### config.mk
export PLATFORM = sky130hd
export DESIGN_NAME = rtc_three_wire_serial_port_unit
export DESIGN_NICKNAME = d
export VERILOG_FILES = /design/src/hdl/rtcsp_pkg.sv /design/src/hdl/rtcsp_core.sv /design/src/hdl/rtc_three_wire_serial_port_unit.sv
export SDC_FILE = /design/constraint.sdc
export NUM_CORES = 1
export LEC_CHECK = 0
export BUFFER_PORTS_ARGS = -buffer_cell sky130_fd_sc_hd__buf_2
export CORE_MARGIN = 2
export CORE_UTILIZATION = 57
export CTS_BUF_LIST = sky130_fd_sc_hd__clkbuf_8
export CTS_CLUSTER_DIAMETER = 100
export CTS_CLUSTER_SIZE = 25
export DETAILED_ROUTE_END_ITERATION = 7
export PLACE_DENSITY = 0.75
export SLEW_MARGIN = 25
export SYNTH_ARGS = -nofsm -noshare
export SYNTH_HDL_FRONTEND = slang
export SYNTH_SLANG_ARGS = --single-unit
### constraint.sdc
create_clock -name clk_i -period 2.1 [get_ports clk_i]
set_input_delay 0.21 -clock clk_i [delete_from_list [all_inputs] [get_ports clk_i]]
set_output_delay 0.21 -clock clk_i [all_outputs]
set_load 0.05 [all_outputs]
### src/hdl/rtcsp_pkg.sv
// shared types and constants for the three-wire rtc serial port
// no dependencies

package rtcsp_pkg;

  // default number of bytes in the transfer buffer
  localparam int unsigned BufferBytesDef = 7;

  localparam int unsigned CmdBits = 4;

  // register select codes (command bits 3..1)
  localparam logic [2:0] RegStatus = 3'd0;
  localparam logic [2:0] RegClock  = 3'd1;
  localparam logic [2:0] RegAlarm  = 3'd2;

  // transfer lengths in bytes
  localparam logic [2:0] LenStatus = 3'd1;
  localparam logic [2:0] LenClock  = 3'd7;
  localparam logic [2:0] LenAlarm  = 3'd2;
  localparam logic [2:0] LenNone   = 3'd0;

  // status word returned for every port write
  typedef struct packed {
    logic       data_out;
    logic       read_active;
    logic       command_ready;
    logic [2:0] byte_position;
    logic       selected;
  } result_t;

  function automatic logic [2:0] reg_length(input logic [2:0] sel);
    logic [2:0] len;
    case (sel)
      RegStatus: len = LenStatus;
      RegClock:  len = LenClock;
      RegAlarm:  len = LenAlarm;
      default:   len = LenNone;
    endcase
    return len;
  endfunction

endpackage

### src/hdl/rtcsp_core.sv
// transfer state machine and byte buffer of the three-wire rtc serial port
// depends on rtcsp_pkg

module rtcsp_core import rtcsp_pkg::*; #(
  parameter int unsigned BUFFER_BYTES = BufferBytesDef
) (
  input  logic       clk_i,
  input  logic       rst_ni,
  input  logic       accept_i,
  input  logic [7:0] port_value_i,
  output result_t    result_o
);

  localparam int unsigned IdxW = $clog2(BUFFER_BYTES);
  localparam int unsigned CmpW = IdxW + 1;

  logic       sel_q, sel_d;
  logic       prev_clk_q, prev_clk_d;
  logic [3:0] cmd_q, cmd_d;
  logic [2:0] cmd_cnt_q, cmd_cnt_d;
  logic [2:0] len_q, len_d;
  logic [2:0] byte_cnt_q, byte_cnt_d;
  logic [2:0] bit_cnt_q, bit_cnt_d;
  logic       read_q, read_d;
  logic       out_bit_q, out_bit_d;
  logic [7:0] buf_q [BUFFER_BYTES];
  logic [7:0] buf_d [BUFFER_BYTES];

  logic            sdata, sclk, cs;
  logic [IdxW-1:0] idx;
  logic [7:0]      cur_byte;
  logic            in_range;

  assign sdata = port_value_i[0];
  assign sclk  = port_value_i[1];
  assign cs    = port_value_i[4];
  assign idx   = IdxW'(byte_cnt_q);
  assign in_range = (CmpW'(byte_cnt_q) < CmpW'(BUFFER_BYTES));
  assign cur_byte = in_range ? buf_q[idx] : 8'h00;

  always_comb begin
    sel_d      = sel_q;
    prev_clk_d = prev_clk_q;
    cmd_d      = cmd_q;
    cmd_cnt_d  = cmd_cnt_q;
    len_d      = len_q;
    byte_cnt_d = byte_cnt_q;
    bit_cnt_d  = bit_cnt_q;
    read_d     = read_q;
    out_bit_d  = out_bit_q;
    buf_d      = buf_q;
    if (!cs || !sel_q) begin
      // deselect or fresh select: clear transfer, keep the buffer
      sel_d      = cs;
      prev_clk_d = cs & sclk;
      cmd_d      = '0;
      cmd_cnt_d  = '0;
      len_d      = '0;
      byte_cnt_d = '0;
      bit_cnt_d  = '0;
      read_d     = 1'b0;
      out_bit_d  = 1'b0;
    end else begin
      prev_clk_d = sclk;
      if (sclk && !prev_clk_q) begin
        if (cmd_cnt_q < 3'(CmdBits)) begin
          cmd_d     = {cmd_q[2:0], sdata};
          cmd_cnt_d = cmd_cnt_q + 3'd1;
          if (cmd_cnt_q == 3'(CmdBits - 1)) begin
            read_d     = cmd_d[0];
            len_d      = reg_length(cmd_d[3:1]);
            byte_cnt_d = '0;
            bit_cnt_d  = '0;
          end
        end else if (byte_cnt_q < len_q && in_range) begin
          if (read_q) begin
            out_bit_d = cur_byte[~bit_cnt_q];
          end else begin
            buf_d[idx] = {cur_byte[6:0], sdata};
          end
          bit_cnt_d = bit_cnt_q + 3'd1;
          if (bit_cnt_q == 3'd7) begin
            byte_cnt_d = byte_cnt_q + 3'd1;
          end
        end
      end
    end
  end

  always_ff @(posedge clk_i or negedge rst_ni) begin
    if (!rst_ni) begin
      sel_q      <= 1'b0;
      prev_clk_q <= 1'b0;
      cmd_q      <= '0;
      cmd_cnt_q  <= '0;
      len_q      <= '0;
      byte_cnt_q <= '0;
      bit_cnt_q  <= '0;
      read_q     <= 1'b0;
      out_bit_q  <= 1'b0;
      for (int i = 0; i < BUFFER_BYTES; i++) begin
        buf_q[i] <= '0;
      end
    end else if (accept_i) begin
      sel_q      <= sel_d;
      prev_clk_q <= prev_clk_d;
      cmd_q      <= cmd_d;
      cmd_cnt_q  <= cmd_cnt_d;
      len_q      <= len_d;
      byte_cnt_q <= byte_cnt_d;
      bit_cnt_q  <= bit_cnt_d;
      read_q     <= read_d;
      out_bit_q  <= out_bit_d;
      buf_q      <= buf_d;
    end
  end

  // status after this write
  assign result_o.data_out      = out_bit_d;
  assign result_o.read_active   = read_d;
  assign result_o.command_ready = (cmd_cnt_d >= 3'(CmdBits));
  assign result_o.byte_position = byte_cnt_d;
  assign result_o.selected      = sel_d;

endmodule

### src/hdl/rtc_three_wire_serial_port_unit.sv
// top level of the three-wire rtc serial port, slave side
// depends on rtcsp_pkg and rtcsp_core

// usage
//   input channel: one port byte per word (bit 0 serial data, bit 1 serial
//   clock, bit 4 chip select), handshake in_valid_i / in_stall_o
//   output channel: one status word per input word, handshake
//   out_valid_o / out_stall_i, fields data_out, read_active,
//   command_ready, byte_position and selected
// output path: the status word of a taken port byte is registered into the
//   output register, or into the skid register if the output word waits
// throughput: one word per cycle unless stalled; the protocol state update
//   is one shift, count and compare level feeding the state registers
// stall: a two-entry output stage (output register plus skid register)
//   keeps taking input while one result waits; in_stall_o rises only when
//   both entries are full and is driven straight from a register
// reset: all transfer state, the byte buffer and both output entries are
//   cleared; the buffer is not cleared when chip select drops, so a read
//   returns what earlier writes left behind
// transfer: four command bits MSB first on rising serial clock edges, then
//   the selected number of data bytes, MSB first, into or out of the buffer

module rtc_three_wire_serial_port_unit import rtcsp_pkg::*; #(
  parameter int unsigned BUFFER_BYTES = BufferBytesDef
) (
  input  logic       clk_i,
  input  logic       rst_ni,
  input  logic       in_valid_i,
  output logic       in_stall_o,
  input  logic [7:0] port_value_i,
  output logic       out_valid_o,
  input  logic       out_stall_i,
  output logic       data_out_o,
  output logic       read_active_o,
  output logic       command_ready_o,
  output logic [2:0] byte_position_o,
  output logic       selected_o
);

  logic    accept;
  logic    out_fire;
  result_t result;

  // output register and skid register
  logic    out_valid_q;
  result_t out_q;
  logic    skid_valid_q;
  result_t skid_q;

  assign accept   = in_valid_i && !skid_valid_q;
  assign out_fire = out_valid_q && !out_stall_i;

  rtcsp_core #(
    .BUFFER_BYTES(BUFFER_BYTES)
  ) u_core (
    .clk_i       (clk_i),
    .rst_ni      (rst_ni),
    .accept_i    (accept),
    .port_value_i(port_value_i),
    .result_o    (result)
  );

  always_ff @(posedge clk_i or negedge rst_ni) begin
    if (!rst_ni) begin
      out_valid_q  <= 1'b0;
      skid_valid_q <= 1'b0;
      out_q        <= '0;
      skid_q       <= '0;
    end else begin
      if (accept) begin
        // skid is empty here
        if (!out_valid_q || out_fire) begin
          out_q       <= result;
          out_valid_q <= 1'b1;
        end else begin
          skid_q       <= result;
          skid_valid_q <= 1'b1;
        end
      end else if (out_fire) begin
        if (skid_valid_q) begin
          out_q        <= skid_q;
          skid_valid_q <= 1'b0;
        end else begin
          out_valid_q <= 1'b0;
        end
      end
    end
  end

  assign in_stall_o      = skid_valid_q;
  assign out_valid_o     = out_valid_q;
  assign data_out_o      = out_q.data_out;
  assign read_active_o   = out_q.read_active;
  assign command_ready_o = out_q.command_ready;
  assign byte_position_o = out_q.byte_position;
  assign selected_o      = out_q.selected;

endmodule

==> impl_metrics.json <==
{
  "tritoncts": "yes",
  "critical_path.slowest_cell": "dfrtp_2",
  "yosys_most_used_dff": "dfrtp_1",
  "ant_nets": 0,
  "power_density_mw_per_mm2": 745.6,
  "slew-limit-headroom": 0.6022,
  "rsz0062_at_grt": "true",
  "drv_cap": 0,
  "cp_data_required_time_ns": 2.38,
  "hold_viol_final": 0,
  "syn_inst": 439,
  "diodes": 0,
  "final_util": 0.7168,
  "drt_iter0_markers": 350,
  "die_area_sq_mm": 0.008446,
  "design_area_sq_mm": 0.005453,
  "cp-start-kind": "flop",
  "synth_top_area_share": 0.5170,
  "gr-total-overflow": 0,
  "clk_latency_ns": 0.36,
  "drc": 0,
  "path_buf_inv": 2,
  "synth_edf_count": 0,
  "syn_area_sq_mm": 0.004404,
  "async_flop_share": 1.000,
  "hp-class": "in -> reg",
  "cts.sinks": 91,
  "period_needed_ns": 2.203,
  "final-setup-viol-count": 21,
  "h-tree-depth": 3,
  "ios": 21,
  "grt_max_degree": 47,
  "antenna_found_initial": 0,
  "skew_ns": 0.01006,
  "crit_family": "compound AO/OA/AOI/OAI gates",
  "outcome": "finished, violations left",
  "num_vias": 3681,
  "seq_area_frac_synth": 0.5170,
  "synthTopCellsByArea": "dfrtp_1 52%, nand2_1 7.8%, o21ai_0 5.5%",
  "cp.arrival_ns": 2.48,
  "synth_nets": 457,
  "finalNetCount": 534,
  "fp-row-count": 32,
  "max-vdd-ir-drop_mv": 0.5102,
  "ys_seq_elements": 91,
  "numCtsBuffers": 9,
  "critPathMaxStageDelay_ns": 0.46,
  "drive_gt1_frac": 0.2802,
  "violations": "setup timing",
  "max_freq_mhz": 454.0,
  "gp_congestion": 0.9004,
  "fin_crit_sh": 1.049,
  "r2r_slack_ns": -0.10,
  "path_class": "reg -> reg",
  "synth_top_area_cell": "dfrtp_1",
  "fin_ws_ns": -0.1026,
  "clk_pin_slew_ns": 0.09,
  "crit_chain": "buf_12, clkbuf_16, mux2i_2, a22oi_1, nand2_1, a22o_1, a2111o_1, o31ai_2",
  "io_buffer_count": 15,
  "routed_wl_um": 10870,
  "vias_per_cell": 5.909,
  "wl_per_cell_um": 17.45,
  "syn2layout_area_growth_pct": 23.81,
  "grt_pass1_wl_um": 17060,
  "hold-worst-slack_ns": 0.1190,
  "p_leak_uw": 0.002405,
  "die_h_um": 91.90,
  "ys_types": 52,
  "clock-root-buffer": "clkbuf_8",
  "drtPass1Iterations": 5,
  "slew_viol_final": 0,
  "synth_area_per_cell_sq_um": 10.03,
  "die_w_um": 91.90,
  "cp-end-kind": "flop",
  "crit_fanout": 6,
  "hpwl_um": 7069,
  "track_usage": 0.2551,
  "initial_core_util": 0.5789,
  "yosys_warnings": 0,
  "grt_pass1_vias": 3480,
  "place_area_sq_mm": 0.004932,
  "cts_buffer_depth": 2,
  "coreArea_sq_mm": 0.007607,
  "worst_slew_pin_slew_ns": 0.5967
}
[state kept, by name, indices dropped and copies added, names as in the netlist]
register,flops
in_stall_o,1
u_core.byte_cnt_q,3
u_core.cmd_q,3
u_core.read_q,1
u_core.buf_q,56
byte_position_o,3
out_valid_o,1
data_out_o,1
u_core.sel_q,1
u_core.len_q,3
u_core.cmd_cnt_q,3
selected_o,1
command_ready_o,1
u_core.out_bit_q,1
u_core.bit_cnt_q,3
skid_q,7
u_core.prev_clk_q,1
read_active_o,1
[cell usage after synthesis (all sizes together), types with 3 or more instances]
library cell / count
nand2: 95
dfrtp: 91
o21ai: 67
mux2i: 22
mux2: 16
buf: 15
a21oi: 12
nor2: 10
inv: 9
clkbuf: 8
a22oi: 6
ha: 6
nand2b: 6
nor2b: 6
a22o: 5
a31oi: 5
and3: 5
nand3: 5
o211ai: 5
nand4: 4
nor3: 4
and2: 3
nand3b: 3
o221ai: 3
o31ai: 3
or3: 3
[cell families (layout without fill, tap and decap cells)]
kind of cell,after synthesis,count (layout),share of synthesized area
buf+inv,32,114,0.04034
compound gates,121,121,0.1710
mux,39,39,0.09602
xor+xnor,1,1,0.001989
simple gates,149,149,0.1565
fa+ha+maj,6,6,0.01705
flops,91,91,0.5170
[worst min-delay path, cell delays in order]
cell and delay [ns]:
buf_2 0.12, nand2_1 0.05, o21ai_0 0.07
[per-stage QoR]
step	worst slack (ns)	std cells	total power [uW]	TNS, ns
detailed placement	-0.1332	590	2812	-1.027
CTS	-0.02088	608	4048	-0.02088
finish	-0.1026	623	4066	-0.6623
floorplan	-0.1237	439	2549	-1.870
global route	-0.1659	623	4238	-2.912
global placement	-0.04673	590	2787	-0.2610
[where the power goes]
| group | total (uW) | switching (uW) | internal [uW] |
|---|---|---|---|
| clock network | 1250 | 627 | 619 |
| registers | 1930 | 73.9 | 1860 |
| logic | 888 | 599 | 289 |
| total | 4070 | 1300 | 2770 |
[cell usage in the layout (no fill, tap or decap), types with 3 or more instances in the layout]
cell,netlist,final
nor3_1,4,4
ha_1,6,6
mux2_2,16,15
o211ai_1,5,5
buf_12,0,3
dfrtp_1,91,88
dfrtp_2,0,3
o21ai_0,48,40
a22oi_1,6,6
nand4_1,4,4
buf_6,5,12
nor2b_1,6,5
buf_4,3,58
inv_1,9,9
nand2b_1,6,4
buf_2,6,14
nand2_4,0,3
and2_1,3,3
o221ai_1,3,3
nand3b_1,3,3
nor2_1,10,10
mux2i_2,0,3
nand2_1,92,91
a31oi_1,5,5
clkbuf_8,0,11
o21ai_1,19,26
a21oi_1,12,10
and3_1,5,5
mux2i_1,22,19
a22o_1,5,5
[layer usage]
layer / part of all wire / vias up / global-route usage
met5: 0 / - / 0
li1: - / 1716 / -
met1: 0.47 / 1816 / 0.3753
met3: 0.047 / 25 / 0.04848
met4: 0.020 / 0 / 0.07090
met2: 0.47 / 124 / 0.3909
[cell type report]
class                      count  area (sq um)
clock buffer                  11         151.4
clock inverter                 5         60.06
fill                         543          2155
inverter                       9         33.78
multi-input combinational    316          2063
sequential                    91          2281
tap                          102         127.6
timing repair buffer          89         735.7
[final timing paths]
kind,cells past startpoint,from,to
min reg2reg,2,u_core.buf_q[39],u_core.buf_q[39]
max in group asynchronous,3,rst_ni,u_core.buf_q[9]
max reg2reg,8,u_core.byte_cnt_q[1],u_core.out_bit_q
min,3,port_value_i[1],u_core.prev_clk_q
max,8,u_core.byte_cnt_q[1],u_core.out_bit_q
min in group asynchronous,2,rst_ni,u_core.cmd_q[1]
[timing repair]
| action | 4_1_cts | 5_1_grt |
|---|---|---|
| pin swaps | 6 | 13 |
| setup buffers | 1 | 11 |
| endpoints found under the hold margin | 44 | 0 |
| gates resized for setup | 11 | 35 |
| hold buffers | 1 | 0 |
| setup endpoints to repair | 38 | 44 |
| gates cloned | 0 | 4 |
Power figures use the tool's default switching activity.
